===== config.mk =====
export PLATFORM = sky130hd
export DESIGN_NAME = multi_universe_frame_sync_unit
export DESIGN_NICKNAME = d
export VERILOG_FILES = /design/src/hdl/mufs_pkg.sv /design/src/hdl/multi_universe_frame_sync_unit.sv
export SDC_FILE = /design/constraint.sdc
export NUM_CORES = 1
export LEC_CHECK = 0
export ABC_AREA = 0
export BUFFER_PORTS_ARGS = -buffer_cell sky130_fd_sc_hd__buf_2
export CORE_ASPECT_RATIO = 0.8
export CORE_MARGIN = 4
export CORE_UTILIZATION = 40
export CTS_CLUSTER_DIAMETER = 200
export CTS_CLUSTER_SIZE = 40
export DETAILED_ROUTE_END_ITERATION = 12
export PLACE_DENSITY = 0.54
export SETUP_SLACK_MARGIN = 0.02
export SLEW_MARGIN = 30
export SYNTH_ARGS = -nofsm -noshare
export SYNTH_HDL_FRONTEND = slang
export SYNTH_SLANG_ARGS = --single-unit

===== constraint.sdc =====
create_clock -name clk -period 5.8 [get_ports clk]
set_clock_uncertainty 0.05 [all_clocks]
set_input_delay 0.58 -clock clk [delete_from_list [all_inputs] [get_ports clk]]
set_output_delay 0.58 -clock clk [all_outputs]
set_load 0.01 [all_outputs]

===== src/hdl/mufs_pkg.sv =====
// shared types and constants for the multi-universe frame sync unit
package mufs_pkg;

	localparam int unsigned MASK_W   = 16;
	localparam int unsigned TICK_W   = 32;
	localparam int unsigned CNT_W    = 5;
	localparam int unsigned TMO_W    = 16;
	localparam int unsigned CFG_IDX_W = 2;
	localparam int unsigned CFG_DATA_W = 16;

	typedef logic [MASK_W-1:0] mask_t;
	typedef logic [TICK_W-1:0] tick_t;
	typedef logic [CNT_W-1:0]  count_t;
	typedef logic [TMO_W-1:0]  tmo_t;

	// register indexes
	localparam logic [CFG_IDX_W-1:0] CFG_UNIVERSE_COUNT = 2'd0;
	localparam logic [CFG_IDX_W-1:0] CFG_SYNC_TIMEOUT   = 2'd1;
	localparam logic [CFG_IDX_W-1:0] CFG_SIGNAL_TIMEOUT = 2'd2;

	// status codes
	localparam logic [1:0] STAT_NONE    = 2'd0;
	localparam logic [1:0] STAT_SHOW    = 2'd1;
	localparam logic [1:0] STAT_TIMEOUT = 2'd2;

	// show reasons
	localparam logic [2:0] REASON_NONE    = 3'd0;
	localparam logic [2:0] REASON_HARD    = 3'd1;
	localparam logic [2:0] REASON_FREE    = 3'd2;
	localparam logic [2:0] REASON_FULL    = 3'd3;
	localparam logic [2:0] REASON_MISSED  = 3'd4;
	localparam logic [2:0] REASON_TIMEOUT = 3'd5;

	// one accepted input beat
	typedef struct packed {
		logic  dmx;
		logic  hard;
		mask_t data;
		tick_t now;
		logic  test;
	} item_t;

endpackage


===== src/hdl/multi_universe_frame_sync_unit.sv =====
// frame-sync decision for a frame built from several dmx universes
//
// channel  direction  handshake             payload
// in       sink       in_valid / in_ready   dmx_event sync_event updated_mask now_tick test_active
// out      source     out_valid / out_ready load_mask status sync_reason pending_missed wake_tick
// cfg      sink       cfg_valid / cfg_ready cfg_index cfg_data (cfg_ready is always high)
//
// one beat per cycle sustained while the result side takes beats; each input beat passes
// the input register, then the decision logic into the result register
// the decision and the frame state update happen as a beat moves from the input
// register into the result register, so back-to-back beats see up-to-date state
// a stalled result holds the input register; the input side stalls only when both are full
// reset clears the frame state, the registers (universe count 1) and both valid flags
module multi_universe_frame_sync_unit
	import mufs_pkg::*;
#(
	parameter int unsigned MAX_UNIVERSES = 16
) (
	input  logic                  clk,
	input  logic                  arst_n,
	// item channel
	input  logic                  in_valid,
	output logic                  in_ready,
	input  logic                  dmx_event,
	input  logic                  sync_event,
	input  logic [MASK_W-1:0]     updated_mask,
	input  logic [TICK_W-1:0]     now_tick,
	input  logic                  test_active,
	// result channel
	output logic                  out_valid,
	input  logic                  out_ready,
	output logic [MASK_W-1:0]     load_mask,
	output logic [1:0]            status,
	output logic [2:0]            sync_reason,
	output logic [MASK_W-1:0]     pending_missed,
	output logic [TICK_W-1:0]     wake_tick,
	// register write channel
	input  logic                  cfg_valid,
	output logic                  cfg_ready,
	input  logic [CFG_IDX_W-1:0]  cfg_index,
	input  logic [CFG_DATA_W-1:0] cfg_data
);

	// at most this many universes take part
	localparam int unsigned LIM = (MAX_UNIVERSES < MASK_W) ? MAX_UNIVERSES : MASK_W;

	// registers
	count_t universe_count_q;
	tmo_t   sync_tmo_q;
	tmo_t   signal_tmo_q;

	// frame state
	mask_t  received_q;
	mask_t  missed_q;
	tick_t  sync_dl_q;
	tick_t  signal_dl_q;

	// input register
	logic   valid_s1;
	item_t  item_s1;

	// result register
	logic   out_valid_q;
	mask_t  load_q;
	logic [1:0] status_q;
	logic [2:0] reason_q;
	mask_t  pending_q;
	tick_t  wake_q;

	logic   advance;

	// decision outputs
	mask_t  nx_received;
	mask_t  nx_missed;
	tick_t  nx_sync_dl;
	tick_t  nx_signal_dl;
	mask_t  nx_load;
	logic [1:0] nx_status;
	logic [2:0] nx_reason;
	tick_t  nx_wake;

	assign cfg_ready = 1'b1;

	// input register moves on when the result register is free or being drained
	assign advance  = valid_s1 && (!out_valid_q || out_ready);
	assign in_ready = !valid_s1 || advance;

	always_ff @(posedge clk or negedge arst_n) begin
		if (!arst_n) begin
			universe_count_q <= count_t'(1);
			sync_tmo_q       <= '0;
			signal_tmo_q     <= '0;
		end else if (cfg_valid) begin
			unique case (cfg_index)
				CFG_UNIVERSE_COUNT: universe_count_q <= cfg_data[CNT_W-1:0];
				CFG_SYNC_TIMEOUT:   sync_tmo_q       <= cfg_data[TMO_W-1:0];
				CFG_SIGNAL_TIMEOUT: signal_tmo_q     <= cfg_data[TMO_W-1:0];
				default: ;
			endcase
		end
	end

	always_ff @(posedge clk or negedge arst_n) begin
		if (!arst_n) begin
			valid_s1 <= 1'b0;
		end else if (in_ready) begin
			valid_s1 <= in_valid;
		end
	end

	always_ff @(posedge clk) begin
		if (in_ready && in_valid) begin
			item_s1.dmx  <= dmx_event;
			item_s1.hard <= sync_event;
			item_s1.data <= updated_mask;
			item_s1.now  <= now_tick;
			item_s1.test <= test_active;
		end
	end

	// decision logic, all per-universe bits in parallel
	always_comb begin
		count_t n;
		count_t n_act;
		count_t n_full;
		mask_t  act;
		mask_t  fm;
		logic   full_ok;
		mask_t  d;
		mask_t  recv;
		logic   miss;
		logic   evt;
		logic   soft_evt;
		tick_t  now;
		tick_t  sync_sum;
		tick_t  sig_sum;
		tick_t  dl1;
		logic   show;
		logic   tmo;

		n      = (universe_count_q == '0) ? count_t'(1) : universe_count_q;
		n_act  = (n > count_t'(LIM)) ? count_t'(LIM) : n;
		n_full = (n > count_t'(MAX_UNIVERSES)) ? count_t'(MAX_UNIVERSES) : n;
		// a frame wider than the mask can never be complete
		full_ok = (n_full <= count_t'(MASK_W));
		for (int i = 0; i < MASK_W; i++) begin
			act[i] = (count_t'(i) < n_act);
			fm[i]  = (count_t'(i) < n_full);
		end

		now      = item_s1.now;
		sync_sum = now + tick_t'(sync_tmo_q);
		sig_sum  = now + tick_t'(signal_tmo_q);

		// universes left over from a miss are replayed with this beat
		miss     = (missed_q != '0);
		d        = (item_s1.data | missed_q) & act;
		evt      = item_s1.dmx || item_s1.hard || miss;
		soft_evt = evt && !item_s1.hard;

		recv        = soft_evt ? (received_q | d) : received_q;
		nx_missed   = soft_evt ? (d & received_q) : '0;
		nx_load     = '0;
		if (evt) begin
			if (item_s1.hard) begin
				nx_load = d;
			end else begin
				nx_load = (d & ~received_q) | (miss ? (d & received_q) : '0);
			end
		end

		// arm the soft-sync deadline on the first universe of a frame
		dl1 = sync_dl_q;
		if (soft_evt && d != '0) begin
			if (sync_tmo_q == '0) begin
				dl1 = '0;
			end else if (sync_dl_q == '0) begin
				dl1 = sync_sum;
			end
		end

		show      = 1'b1;
		nx_reason = REASON_NONE;
		priority if (item_s1.hard) begin
			nx_reason = REASON_HARD;
		end else if (sync_tmo_q == '0 && recv != '0) begin
			nx_reason = REASON_FREE;
		end else if (full_ok && recv == fm) begin
			nx_reason = REASON_FULL;
		end else if (nx_missed != '0) begin
			nx_reason = REASON_MISSED;
		end else if (dl1 != '0 && now >= dl1) begin
			nx_reason = REASON_TIMEOUT;
		end else begin
			show = 1'b0;
		end

		// loss-of-signal deadline, renewed by every data or sync beat
		tmo          = 1'b0;
		nx_signal_dl = signal_dl_q;
		if (item_s1.dmx || item_s1.hard) begin
			nx_signal_dl = (signal_tmo_q != '0) ? sig_sum : '0;
		end else if (signal_dl_q != '0 && now >= signal_dl_q) begin
			tmo          = 1'b1;
			nx_signal_dl = (signal_tmo_q != '0) ? sig_sum : '0;
		end

		nx_received = recv;
		nx_sync_dl  = dl1;
		if (show) begin
			nx_received = '0;
			nx_sync_dl  = (nx_missed != '0 && sync_tmo_q != '0) ? sync_sum : '0;
		end

		nx_status = tmo ? STAT_TIMEOUT : (show ? STAT_SHOW : STAT_NONE);

		priority if (nx_missed != '0) begin
			nx_wake = now;
		end else if (nx_sync_dl != '0) begin
			nx_wake = nx_sync_dl;
		end else if (nx_signal_dl != '0 && !item_s1.test) begin
			nx_wake = nx_signal_dl;
		end else begin
			nx_wake = '0;
		end
	end

	// frame state commits as the beat enters the result register
	always_ff @(posedge clk or negedge arst_n) begin
		if (!arst_n) begin
			received_q  <= '0;
			missed_q    <= '0;
			sync_dl_q   <= '0;
			signal_dl_q <= '0;
		end else if (advance) begin
			received_q  <= nx_received;
			missed_q    <= nx_missed;
			sync_dl_q   <= nx_sync_dl;
			signal_dl_q <= nx_signal_dl;
		end
	end

	always_ff @(posedge clk or negedge arst_n) begin
		if (!arst_n) begin
			out_valid_q <= 1'b0;
		end else if (advance) begin
			out_valid_q <= 1'b1;
		end else if (out_ready) begin
			out_valid_q <= 1'b0;
		end
	end

	always_ff @(posedge clk) begin
		if (advance) begin
			load_q    <= nx_load;
			status_q  <= nx_status;
			reason_q  <= nx_reason;
			pending_q <= nx_missed;
			wake_q    <= nx_wake;
		end
	end

	assign out_valid      = out_valid_q;
	assign load_mask      = load_q;
	assign status         = status_q;
	assign sync_reason    = reason_q;
	assign pending_missed = pending_q;
	assign wake_tick      = wake_q;

`ifndef SYNTHESIS
	// no frame shown means no reason given
	a_none_no_reason: assert property (@(posedge clk) disable iff (!arst_n)
		out_valid_q && status_q == STAT_NONE |-> reason_q == REASON_NONE)
		else $error("reason given without a frame shown");

	// a deferred universe always forces a show
	a_missed_shows: assert property (@(posedge clk) disable iff (!arst_n)
		out_valid_q && pending_q != '0 |-> status_q != STAT_NONE && reason_q != REASON_NONE)
		else $error("miss pending without a show");

	// a hard sync loads everything, so nothing is deferred
	a_hard_no_miss: assert property (@(posedge clk) disable iff (!arst_n)
		out_valid_q && reason_q == REASON_HARD |-> pending_q == '0)
		else $error("miss pending after hard sync");

	// the result register is never overwritten while it waits
	a_no_overrun: assert property (@(posedge clk) disable iff (!arst_n)
		out_valid_q && !out_ready |-> !advance)
		else $error("result overwritten while stalled");
`endif

endmodule


# Yosys cells after proc, flatten, opt, wreduce, memory -nomap -nowiden
# Index checks and enable logic that the tools add are counted.
# word_totals
regBits,255
input_bits,74
out_inout_bits,72
word_cells,121
# classes
add_sub_neg,2
order_cmp,20
n_eq_ne,3
muxes,32
n_bitwise,7
n_reduce_logical,37
# ops
operator,count
$mux W32,11
$reduce_bool A32 Y1,4
$reduce_bool A16 Y1,6
$mux W16,5
$add A32 B16 Y32,2
$ge A32 B32 Y1,2
$and A16 B16 Y16,3
$or A16 B16 Y16,3
$lt A4 B5 Y1 const A,8
$logic_not A32 Y1,1
$lt A3 B5 Y1 const A,4
$eq A16 B16 Y1,1
$logic_not A16 Y1,1
$not A16 Y16,1
$logic_and A1 B1 Y1,10
$lt A1 B5 Y1 const A,2
$lt A2 B5 Y1 const A,2
$mux W1,10
$mux W5,2
$mux W3,2
$reduce_and A2 Y1,3
$gt A5 B5 Y1 const B,1
$le A5 B5 Y1 const B,1
$logic_not A5 Y1,1
8 further kinds,15

# Longest topological paths before layout
# Gate-level depths: netlist (run 1).
# depth
depth_word,20
mapped_depth,26
depth_no_buf,23

# Worst setup path before layout (run 1)
# Ideal clock, no wire load.
# synth_timing
path_type,reg2reg
from,reg sync_dl_q[24]
to,"reg wake_q[31] (netlist: wake_tick[31]), data pin"
setup_ns,0.262
t_arrival_ns,4.853
required_time_ns,5.488
slack_ns,0.635
stages_incl_launch_ff,23
path_buffers,3
period_less_slack_ns,5.165
path_cell_list,dfrtp_1 or2_1 or3_1 or4_1 nor3_4 and3_1 clkbuf_1 clkbuf_1 a21oi_1 or2_2 ha_1 a21oi_1 o21ai_0 a21oi_1 o211ai_1 a221oi_1 o211ai_1 a221o_1 nor2_4 o2bb2ai_1 a2111o_1 buf_6 o211ai_2
# synth_via
elab_chain_cells,15
word_cells_on_any_way,16
cone_classes,1 x order compare; 11 x mux; 4 x reduce/logical
# synth_rtl
element,line_no,source
start: declaration,multi_universe_frame_sync_unit.sv:55,tick_t sync_dl_q;
start signal: assignment,multi_universe_frame_sync_unit.sv:238,sync_dl_q <= nx_sync_dl;
$logic_not A32 Y1,multi_universe_frame_sync_unit.sv:177,end else if (sync_dl_q == '0) begin
$mux W32,multi_universe_frame_sync_unit.sv:177,
$mux W32,multi_universe_frame_sync_unit.sv:175,if (sync_tmo_q == '0) begin
$mux W32 *,multi_universe_frame_sync_unit.sv:174,if (soft_evt && d != '0) begin
$ge A32 B32 Y1 or $reduce_bool A32 Y1 (tied branches),multi_universe_frame_sync_unit.sv:192,end else if (dl1 != '0 && now >= dl1) begin
$logic_and A1 B1 Y1,multi_universe_frame_sync_unit.sv:192,
$mux W1,multi_universe_frame_sync_unit.sv:192,
$mux W1,multi_universe_frame_sync_unit.sv:190,end else if (nx_missed != '0) begin
$mux W1,multi_universe_frame_sync_unit.sv:188,end else if (full_ok && recv == fm) begin
$mux W1,multi_universe_frame_sync_unit.sv:186,end else if (sync_tmo_q == '0 && recv != '0) begin
$mux W1,multi_universe_frame_sync_unit.sv:184,priority if (item_s1.hard) begin
$mux W32 *,multi_universe_frame_sync_unit.sv:210,if (show) begin
$reduce_bool A32 Y1,multi_universe_frame_sync_unit.sv:219,end else if (nx_sync_dl != '0) begin
$mux W32 *,multi_universe_frame_sync_unit.sv:219,
$mux W32 *,multi_universe_frame_sync_unit.sv:217,priority if (nx_missed != '0) begin
via nx_wake[31],multi_universe_frame_sync_unit.sv:80,tick_t nx_wake;
end signal: assignment,multi_universe_frame_sync_unit.sv:259,wake_q <= nx_wake;
end: declaration,multi_universe_frame_sync_unit.sv:68,tick_t wake_q;
# Mark *: on every way through the listed nets, which the timed path passes. The rest lies on a longest branch.
# A chain may end at the register's enable or synchronous reset.

# Worst setup path in the final report (run 1)
# layout_timing
from,reg sync_tmo_q[0]
to,"reg wake_q[26] (netlist: wake_tick[26]), data pin"
# layout_via
elab_chain_cells,15
word_cells_on_any_way,21
cone_classes,1 x add/sub; 1 x order compare; 12 x mux; 7 x reduce/logical
# layout_rtl
element,line_no,source
start: declaration,multi_universe_frame_sync_unit.sv:49,tmo_t sync_tmo_q;
start signal: assignment,multi_universe_frame_sync_unit.sv:96,CFG_SYNC_TIMEOUT: sync_tmo_q <= cfg_data[TMO_W-1:0];
$add A32 B16 Y32,multi_universe_frame_sync_unit.sv:152,sync_sum = now + tick_t'(sync_tmo_q);
$mux W32,multi_universe_frame_sync_unit.sv:177,
$mux W32,multi_universe_frame_sync_unit.sv:175,
$mux W32,multi_universe_frame_sync_unit.sv:174,
$ge A32 B32 Y1 or $reduce_bool A32 Y1 (tied branches),multi_universe_frame_sync_unit.sv:192,
$logic_and A1 B1 Y1,multi_universe_frame_sync_unit.sv:192,
$mux W1,multi_universe_frame_sync_unit.sv:192,
$mux W1,multi_universe_frame_sync_unit.sv:190,
$mux W1,multi_universe_frame_sync_unit.sv:188,
$mux W1,multi_universe_frame_sync_unit.sv:186,
$mux W1,multi_universe_frame_sync_unit.sv:184,
$mux W32 *,multi_universe_frame_sync_unit.sv:210,
$reduce_bool A32 Y1,multi_universe_frame_sync_unit.sv:219,
$mux W32 *,multi_universe_frame_sync_unit.sv:219,
$mux W32 *,multi_universe_frame_sync_unit.sv:217,
via nx_wake[26],multi_universe_frame_sync_unit.sv:80,
# Marks and branches as above.

==> impl_metrics.py, run 1 <==
metrics = {
    "status": {
        "outcome": "completed",
    },
    "run": {
        "max_cap_violations": 0,
    },
    "power": {
        "vdd_drop_max_mv": 0.177,
        "total_power_w": 0.00629,
        "power_density_nw_per_um2": 352,
        "leakage_nw": 7.53,
    },
    "global_routing": {
        "overflow": 0,
        "grt_max_degree": 91,
        "antenna_found_initial": 0,
        "grt_pass1_vias": 12800,
        "grt_pass1_wl_um": 83000,
        "grtUsageTotal": 0.254,
    },
    "timing": {
        "fin_crit_ns": 5.54,
        "max_freq_ghz": 0.180,
        "grt_setup_unrepaired": "no",
        "period_share": 0.955,
        "maxSlewHeadroom": 0.376,
        "worst_pin_slew_ns": 0.936,
        "hold_viol": 0,
        "setup_viol": 0,
        "final_max_slew_viol_count": 0,
    },
    "yosys": {
        "synth_edf_count": 120,
        "synthCells": 1618,
        "ys_types": 84,
        "synthArstFlopShare": 0.529,
        "synth_flop_cell": "dfrtp_1",
        "synth_most_common_cell": "nand2_1",
        "ys_seq_elements": 255,
        "yosysTopAreaCell": "edfxtp_1",
        "syn_avg_cell_area_um2": 9.71,
        "netlist_area_um2": 15700,
        "synth_top_cell_area_share": 0.229,
        "yosysSeqAreaShare": 0.444,
        "syn_nets": 1790,
        "yosys_warnings": 0,
        "yosys-top-cells-count": "nand2_1, nor2_1, a21oi_1",
        "synthTopCellsByArea": "edfxtp_1, dfrtp_1, ha_1",
    },
    "floorplanning": {
        "rows": 64,
        "coreArea_um2": 38500,
        "die-area_um2": 42500,
        "num_io_pins": 146,
        "die_x_um": 230,
        "start_util": 0.408,
        "die_h_um": 185,
    },
    "detailed_routing": {
        "ant_nets": 0,
        "drtIter0Drc": 1455,
        "vias_per_cell": 5.90,
        "drc": 0,
        "route.detailed.wl_per_inst_um": 23.9,
        "vias": 13700,
        "dr.pass1.iters": 5,
        "wl_um": 55300,
    },
    "cells_and_area": {
        "nets": 1952,
        "regArea_um2": 6990,
        "layout-drive-gt1-share": 0.205,
        "fin_cells": 2312,
        "multiInputGateArea_um2": 8280,
        "fillers": 3750,
        "antenna_cells": 0,
        "synthToLayoutAreaGrowth_pct": 13.8,
    },
    "clock_tree": {
        "clkTransAtPathRegs_ns": 0.16,
        "cts_buffers": 10,
        "clk_root_buffer_cell": "clkbuf_16",
        "htreeDepth": 1,
        "cts.sinks": 255,
        "cts_max_path_buffers": 3,
        "cts_hold_buf": 0,
        "insertion_delay_ns": 0.53,
        "cts_tree": "done",
    },
    "critical_path": {
        "reg2reg_to": "wake_tick[26]$_DFFE_PP_",
        "critPathMaxFanout": 11,
        "reg2reg_slack_ns": 0.26,
        "startpoint_type": "flop",
        "end_kind": "flop",
        "timing.rr.start": "sync_tmo_q[0]$_DFFE_PN0P_",
        "rr_worst_depth": 24,
        "criticalPathCategory": "reg -> reg",
        "crit_arrival_ns": 5.78,
        "cp_data_required_time_ns": 6.04,
    },
    "placed_design": {
        "dp_hpwl_um": 42000,
        "dp_cells": 2284,
        "portBuffers": 144,
        "place_congestion": 0.979,
    },
    "worst_hold_path": {
        "hp-class": "in -> async",
    },
}
==> cell type report <==
cell class                 count  area share
clock inverter                 1     0.00168
timing repair buffer         230      0.0794
inverter                      57      0.0121
tap                          528      0.0369
multi-input combinational   1226       0.463
sequential                   255       0.391
clock buffer                  15      0.0162
==> where the power goes <==
| group | total, W | switching [W] | internal (W) |
|---|---|---|---|
| clock | 0.000959 | 0.000594 | 0.000365 |
| combinational | 0.00264 | 0.00159 | 0.00105 |
| sequential | 0.00269 | 0.000412 | 0.00228 |
| total | 0.00629 | 0.00259 | 0.00369 |
==> cell families (layout without fill, tap and decap cells) <==
family                     Yosys count  in the layout  share of synthesized area
and+or+nand+nor                    554            554                      0.174
muxes                               40             40                     0.0284
other                                1              1                   0.000239
xor gates and xnor gates            55             55                     0.0307
DFF                                255            255                      0.444
AOI/OAI and AO/OA                  478            478                      0.206
adders and majority gates           98             98                     0.0790
buffers and inverters              137            303                     0.0373
==> layer usage <==
layer	up-vias	part of all wire	GRT usage	wire length, um
met4	0	0.015	0.0436	853
met1	6814	0.50	0.408	27700
li1	6314	-	-	-
met2	483	0.41	0.364	22700
met5	-	0	0	0
met3	40	0.073	0.0383	4020
==> registers in the layout (all words and copies together) (netlist names) <==
register,count
signal_tmo_q,16
universe_count_q,5
item_s1,51
sync_tmo_q,16
pending_missed,16
signal_dl_q,32
wake_tick,32
sync_reason,3
missed_q,16
received_q,16
out_valid,1
valid_s1,1
status,2
sync_dl_q,32
load_mask,16
==> repair_timing <==
action / in CTS / in global routing
buffers inserted: 0 / 11
hold endpoints to repair: 0 / 0
pin swaps: 0 / 6
endpoints found under the setup margin: 42 / 76
gates resized for setup: 2 / 23
==> through the flow <==
stage          setup WS (ns)  setup TNS [ns]   util  area, um2  hold WS (ns)
5_1_grt               0.0227               0  0.464      17900         0.114
4_1_cts               0.0621               0  0.459      17700         0.108
3_3_place_gp         -0.0597          -0.292  0.451      17400         0.424
3_5_place_dp          -0.151           -2.53  0.451      17400         0.441
6_report               0.259               0  0.464      17900        0.0703
2_1_floorplan          0.635               0      -      15700         0.234
==> worst max path at each step <==
stage	from	cells past startpoint	end	slack, ns
after global routing	missed_q[10]$_DFFE_PN0P_	19	wake_tick[26]$_DFFE_PP_	0.02
after global placement	item_s1[1]$_DFFE_PP_	20	wake_tick[26]$_DFFE_PP_	-0.06
after CTS	item_s1[1]$_DFFE_PP_	20	wake_tick[26]$_DFFE_PP_	0.06
final	sync_tmo_q[0]$_DFFE_PN0P_	24	wake_tick[26]$_DFFE_PP_	0.26
after detailed placement	item_s1[1]$_DFFE_PP_	20	wake_tick[26]$_DFFE_PP_	-0.15
after floorplan	sync_dl_q[24]$_DFFE_PN0P_	22	wake_tick[31]$_DFFE_PP_	0.64
==> worst max-delay path: stages, from the launching register on <==
cell and delay (ns):
dfrtp_1 0.43, ha_1 0.25, fa_1 0.42, a211oi_2 0.25, o21a_2 0.25, nor4_2 0.07, o31ai_2 0.30, buf_4 0.15
buf_4 0.11, a21oi_1 0.07, xnor2_1 0.17, o21ai_1 0.20, inv_1 0.07, ha_1 0.18, a21o_1 0.15, a21o_1 0.17
a21oi_1 0.25, and3b_1 0.21, o211ai_1 0.11, a221o_1 0.43, nor2_4 0.20, o2bb2ai_1 0.20, a2111o_2 0.22, buf_4 0.24
o221ai_1 0.14
==> layout by cell type, fill, tap and decap left out, types with 12 or more instances in the layout <==
cell,instances
a211oi_1,13
a21boi_0,15
a21o_1,26
a21oi_1,149
a22oi_1,28
buf_2,143
buf_4,81
dfrtp_1,130
edfxtp_1,120
ha_1,93
inv_1,56
mux2_2,37
nand2_1,160
nand2b_1,43
nand3_1,22
nand4_1,22
nor2_1,151
nor3_1,36
nor4_1,27
o211ai_2,27
o21a_1,12
o21ai_0,75
o31ai_1,25
or2_2,12
xnor2_1,25
xor2_1,30
Note: power is estimated with default switching activity, not from simulation.
==> run 2: changes to the inputs <==
--- a/config.mk
+++ b/config.mk
@@ -10,6 +10,7 @@
 export CORE_ASPECT_RATIO = 0.8
 export CORE_MARGIN = 4
 export CORE_UTILIZATION = 40
+export CTS_BUF_LIST = sky130_fd_sc_hd__clkbuf_8
 export CTS_CLUSTER_DIAMETER = 200
 export CTS_CLUSTER_SIZE = 40
 export DETAILED_ROUTE_END_ITERATION = 12
==> run 2 against run 1 <==
Sequential share of layout area rose by 0.32 points. Maximum frequency shrank 0.57%. Die area did not move. Register-to-register slack lost 0.03 ns. Clock power fell by 20%. Count of clock-buffer cells in the layout shrank 4. Hold slack worse by 0.0085 ns. Setup slack worse by 0.031 ns. Combinational power barely moved. Sequential power about the same. Global-route usage about the same. Largest cell class unchanged. Highest routed layer unchanged.
==> impl_metrics.py, run 2 (synthesized netlist as in run 1, its figures left out) <==
metrics = {
    "status": {
        "outcome": "completed",
    },
    "detailed_routing": {
        "dr.pass1.iters": 5,
        "drtIter0Drc": 1537,
        "ant_nets": 0,
        "vias": 13600,
        "wl_um": 55500,
        "drc": 0,
        "route.detailed.wl_per_inst_um": 24.0,
        "vias_per_cell": 5.90,
    },
    "clock_tree": {
        "cts_tree": "done",
        "insertion_delay_ns": 0.62,
        "clkTransAtPathRegs_ns": 0.26,
        "cts_buffers": 10,
        "htreeDepth": 1,
        "cts_max_path_buffers": 3,
        "clk_root_buffer_cell": "clkbuf_8",
        "cts.sinks": 255,
    },
    "global_routing": {
        "grt_pass1_wl_um": 83100,
        "antenna_found_initial": 0,
        "overflow": 0,
        "grt_max_degree": 91,
        "grtUsageTotal": 0.255,
        "grt_pass1_vias": 12800,
    },
    "critical_path": {
        "criticalPathCategory": "reg -> reg",
        "crit_arrival_ns": 5.87,
        "reg2reg_slack_ns": 0.23,
        "startpoint_type": "flop",
        "critPathMaxFanout": 17,
        "cp_data_required_time_ns": 6.10,
        "end_kind": "flop",
    },
    "floorplanning": {
        "start_util": 0.408,
        "die_h_um": 185,
        "die_x_um": 230,
        "die-area_um2": 42500,
        "coreArea_um2": 38500,
        "num_io_pins": 146,
        "rows": 64,
    },
    "power": {
        "leakage_nw": 7.49,
        "total_power_w": 0.00609,
        "vdd_drop_max_mv": 0.162,
        "power_density_nw_per_um2": 343,
    },
    "placed_design": {
        "dp_hpwl_um": 42000,
        "dp_cells": 2284,
        "place_congestion": 0.979,
        "place_area_um2": 17400,
        "portBuffers": 144,
    },
    "run": {
        "max_cap_violations": 0,
    },
    "timing": {
        "fin_crit_ns": 5.57,
        "worst_pin_slew_ns": 0.950,
        "grt_setup_unrepaired": "no",
        "maxSlewHeadroom": 0.366,
        "final.setup.tns_ns": 0,
        "final_max_slew_viol_count": 0,
        "hold_viol": 0,
        "period_share": 0.961,
        "hold_slack_ns": 0.0618,
        "setup_viol": 0,
        "max_freq_ghz": 0.179,
    },
    "cells_and_area": {
        "synthToLayoutAreaGrowth_pct": 12.9,
        "fin_cells": 2312,
        "regMostFlops": "item_s1",
        "most-common-layout-cells": "nand2_1, nor2_1, a21oi_1, buf_2, dfrtp_1",
        "nets": 1952,
        "stdcell_area_um2": 17700,
        "antenna_cells": 0,
        "largest_reg_flops": 51,
        "layout-drive-gt1-share": 0.203,
        "mostFrequentLayoutCell": "nand2_1",
    },
    "worst_hold_path": {
        "hp-class": "in -> reg",
    },
}
## run 2: cell types whose count changed in the layout (fill, tap and decap cells not counted), sizes merged
| cell | before | now |
|---|---|---|
| buf | 229 | 228 |
| dlygate4sd3 | 0 | 1 |
| inv | 57 | 61 |
| clkbuf | 16 | 12 |
## run 2: final cells by class
| class | instances | area, um2 |
|---|---|---|
| Sequential cell | 255 | 6990 |
| Timing Repair Buffer | 230 | 1420 |
| Clock inverter | 5 | 45.0 |
| Inverter | 57 | 216 |
| Clock buffer | 11 | 151 |
| Tap cell | 528 | 661 |
| Fill cell | 3762 | 20800 |
| Multi-Input combinational cell | 1226 | 8250 |
## run 2: report_power, final
group | switching, W | internal, W | leakage [nW] | total, W
Sequential | 0.000411 | 0.00228 | 2.85 | 0.00269
Clock | 0.000576 | 0.000188 | 0.112 | 0.000763
Combinational | 0.00159 | 0.00105 | 4.53 | 0.00264
Total | 0.00258 | 0.00351 | 7.49 | 0.00609
## run 2: stage by stage
stage               utilization  setup WS [ns]
floorplan                     -          0.635
CTS                       0.456         0.0909
detailed placement        0.451         -0.151
global route              0.460         0.0238
finish                    0.460          0.228
global placement          0.451        -0.0597
## run 2: critical path, stage by stage, from the launching register on
cell and delay [ns]:
edfxtp_1 0.46, ha_1 0.24, fa_1 0.42, a211oi_2 0.25, o21a_2 0.25, nor4_2 0.07, o31ai_2 0.30, buf_4 0.16
buf_4 0.11, a21oi_1 0.07, xnor2_1 0.16, o21ai_0 0.26, inv_1 0.08, ha_1 0.19, a21o_1 0.15, a21o_1 0.17
a21oi_1 0.25, and3b_1 0.21, o211ai_1 0.12, a221o_1 0.40, nor2_4 0.20, o2bb2ai_1 0.20, a2111o_2 0.22, buf_12 0.19
o211ai_2 0.11
## run 2: timing repair
item / 4_1_cts / 5_1_grt
endpoints found under the setup margin: 38 / 74
endpoints found under the hold margin: 25 / 0
setup buffers: 0 / 10
cloned: 0 / 0
pin swaps: 0 / 4
resized for setup: 2 / 17
hold buffers: 1 / 0
## run 2: layer usage
metal	track usage	wire length, um
met3	0.0386	4010
met1	0.408	27900
met5	0	0
met4	0.0399	771
met2	0.366	22800
## run 2: final timing paths
kind                                    startpoint                           end  cells after the start
hold reg to reg            missed_q[6]$_DFFE_PN0P_       missed_q[6]$_DFFE_PN0P_                      2
setup reg to reg              item_s1[1]$_DFFE_PP_        wake_tick[7]$_DFFE_PP_                     24
setup / recovery              item_s1[1]$_DFFE_PP_        wake_tick[7]$_DFFE_PP_                     24
max in group asynchronous                   arst_n  signal_tmo_q[12]$_DFFE_PN0P_                      3
min in group asynchronous                   arst_n   signal_dl_q[31]$_DFFE_PN0P_                      2
hold / removal                        now_tick[29]         item_s1[30]$_DFFE_PP_                      1
==> run 3: changes to the inputs <==
--- a/config.mk
+++ b/config.mk
@@ -8,13 +8,14 @@
 export ABC_AREA = 0
 export BUFFER_PORTS_ARGS = -buffer_cell sky130_fd_sc_hd__buf_2
 export CORE_ASPECT_RATIO = 0.8
-export CORE_MARGIN = 4
+export CORE_MARGIN = 2
 export CORE_UTILIZATION = 40
 export CTS_BUF_LIST = sky130_fd_sc_hd__clkbuf_8
 export CTS_CLUSTER_DIAMETER = 200
 export CTS_CLUSTER_SIZE = 40
 export DETAILED_ROUTE_END_ITERATION = 12
-export PLACE_DENSITY = 0.54
+export HOLD_SLACK_MARGIN = 0.15
+export PLACE_DENSITY = 0.57
 export SETUP_SLACK_MARGIN = 0.02
 export SLEW_MARGIN = 30
 export SYNTH_ARGS = -nofsm -noshare
==> constraint.sdc (replaced) <==
create_clock -name clk -period 4.8 [get_ports clk]
set_clock_uncertainty 0.05 [all_clocks]
set_input_delay 0.48 -clock clk [delete_from_list [all_inputs] [get_ports clk]]
set_output_delay 0.48 -clock clk [all_outputs]
set_load 0.01 [all_outputs]
==> run 3 against run 2 <==
The run now ends with negative setup slack left. Total power rose by 44%. Clock power increased by 23%. Non-clock buffer count rose by 376. Final area grew 24%. Register-to-register slack got worse by 0.69 ns. Sequential cell count stayed put. Sequential power rose by 18%. Cell count increased by 16%. Global-route usage up 3.5 points.
==> impl_metrics.py, run 3 (synthesized netlist as in run 1, its figures left out) <==
metrics = {
    "detailed_routing": {
        "vias": 15300,
        "drtIter0Drc": 1612,
        "wl_um": 59700,
        "drc": 0,
        "vias_per_cell": 5.68,
        "highest_layer": "met5",
        "wl_met2_um": 25200,
        "route.detailed.wl_per_inst_um": 22.2,
        "drt-met1-wl_um": 28800,
        "dr.pass1.iters": 5,
        "dr_wl_met3_um": 4880,
        "ant_nets": 0,
    },
    "cells_and_area": {
        "largest_reg_flops": 51,
        "synthToLayoutAreaGrowth_pct": 39.5,
        "stdcell_area_um2": 21900,
        "regMostFlops": "item_s1",
        "mostFrequentLayoutCell": "buf_4",
        "fin_cells": 2688,
        "antenna_cells": 0,
        "fillers": 3347,
        "fin_util": 0.569,
        "most-common-layout-cells": "buf_4, nand2_1, buf_2, nor2_1, dfrtp_1",
        "layout-drive-gt1-share": 0.375,
        "nets": 2329,
    },
    "clock_tree": {
        "htreeDepth": 1,
        "insertion_delay_ns": 0.62,
        "cts_max_path_buffers": 3,
        "cts_tree": "done",
        "clkTransAtPathRegs_ns": 0.22,
        "clk_root_buffer_cell": "clkbuf_8",
        "cts.sinks": 255,
        "cts_buffers": 10,
    },
    "worst_hold_path": {
        "hold_depth": 3,
        "hp-start": "out_ready",
        "hp-class": "in -> reg",
        "whs_endpoint": "out_valid$_DFFE_PN0P_",
    },
    "critical_path": {
        "cpMaxStageDelayCell": "edfxtp_1",
        "startpoint_type": "flop",
        "reg2reg_to": "received_q[1]$_DFFE_PN0P_",
        "crit_path_max_incr_delay_ns": 0.45,
        "critPathMaxFanout": 8,
        "end_kind": "flop",
        "cp_data_required_time_ns": 5.27,
        "cp_common_cell": "buf_6",
        "rr_worst_depth": 26,
        "criticalPathCategory": "reg -> reg",
        "timing.rr.start": "item_s1[1]$_DFFE_PP_",
        "reg2reg_slack_ns": -0.46,
        "crit_arrival_ns": 5.74,
    },
    "global_routing": {
        "grtUsageTotal": 0.289,
        "overflow": 0,
        "antenna_found_initial": 2,
        "grt_pass1_wl_um": 90300,
        "grt_max_degree": 65,
        "grt_pass1_vias": 14800,
    },
    "timing": {
        "grt_setup_unrepaired": "yes",
        "worst_pin_slew_ns": 1.14,
        "period_share": 1.10,
        "hold_slack_ns": 0.190,
        "max_freq_ghz": 0.190,
        "setup_slack_ns": -0.464,
        "maxSlewHeadroom": 0.232,
        "hold_viol": 0,
        "fin_crit_ns": 5.26,
        "final_max_slew_viol_count": 0,
        "setup_viol": 76,
    },
    "status": {
        "violations": "negative setup slack",
        "outcome": "complete, but fails checks",
    },
    "run": {
        "max_cap_violations": 0,
    },
    "floorplanning": {
        "die-area_um2": 40900,
        "rows": 64,
        "num_io_pins": 146,
        "die_h_um": 181,
        "start_util": 0.408,
        "die_x_um": 226,
        "coreArea_um2": 38500,
    },
    "placed_design": {
        "pre_cts_ws_ns": -0.816,
        "place_area_um2": 19400,
        "dp_cells": 2542,
        "place_congestion": 0.967,
        "dp_hpwl_um": 44900,
        "portBuffers": 144,
    },
    "power": {
        "leakage_nw": 9.61,
        "vdd_drop_max_mv": 0.220,
        "power_density_nw_per_um2": 401,
    },
}
==> run 3: worst max-delay path by stage <==
stage	start	end	cells past startpoint	slack, ns
finish	item_s1[1]$_DFFE_PP_	received_q[1]$_DFFE_PN0P_	26	-0.46
global route	item_s1[1]$_DFFE_PP_	wake_tick[14]$_DFFE_PP_	22	-0.60
CTS	item_s1[1]$_DFFE_PP_	wake_tick[14]$_DFFE_PP_	21	-0.42
detailed placement	item_s1[1]$_DFFE_PP_	received_q[1]$_DFFE_PN0P_	24	-0.82
global placement	item_s1[3]$_DFFE_PP_	wake_tick[16]$_DFFE_PP_	22	-0.53
floorplan	sync_dl_q[24]$_DFFE_PN0P_	wake_tick[31]$_DFFE_PP_	22	-0.02
==> run 3: routing by layer <==
metal,vias up,global-route usage
li1,7061,-
met2,630,0.417
met5,-,0
met3,55,0.0537
met1,7518,0.454
met4,4,0.0419
==> run 3: stage by stage <==
| stage | total power, W | TNS (ns) |
|---|---|---|
| 4_1_cts | 0.00850 | -20.48 |
| 3_5_place_dp | 0.00706 | -51.45 |
| 5_1_grt | 0.00926 | -37.78 |
| 6_report | 0.00878 | -25.42 |
| 3_3_place_gp | 0.00700 | -36.36 |
| 2_1_floorplan | 0.00522 | -0.299 |
==> run 3: what timing repair did <==
item | CTS | global route
resized for setup | 157 | 82
hold buffers | 70 | 0
cloned | 3 | 0
setup endpoints to repair | 83 | 83
buffers inserted | 38 | 27
pin swaps | 39 | 34
hold endpoints to repair | 133 | 0
==> run 3: where the power goes <==
group          total, W  internal, W  switching (W)
Sequential      0.00317      0.00275       0.000413
Combinational   0.00468      0.00221        0.00246
Clock          0.000938     0.000226       0.000713
Total           0.00878      0.00519        0.00359
==> run 3: worst max-delay path: cells and delay by family (launching register included) <==
family          cells  cell delay, ns
compound gates     11            2.30
xor+xnor            1            0.07
fa+ha+maj           3            0.84
buf+inv             7            0.98
flops               1            0.45
simple gates        4            0.52
==> run 3: cell type report <==
| class | instances | area (um2) | area share |
|---|---|---|---|
| multi-input cells | 1227 | 9200 | 0.420 |
| flip-flops and latches | 255 | 6990 | 0.319 |
| repair buffers | 606 | 4670 | 0.213 |
| well taps | 528 | 661 | 0.0301 |
| inverters | 57 | 216 | 0.00987 |
| clock buffers | 11 | 151 | 0.00691 |
| clock inverters | 4 | 41.3 | 0.00188 |
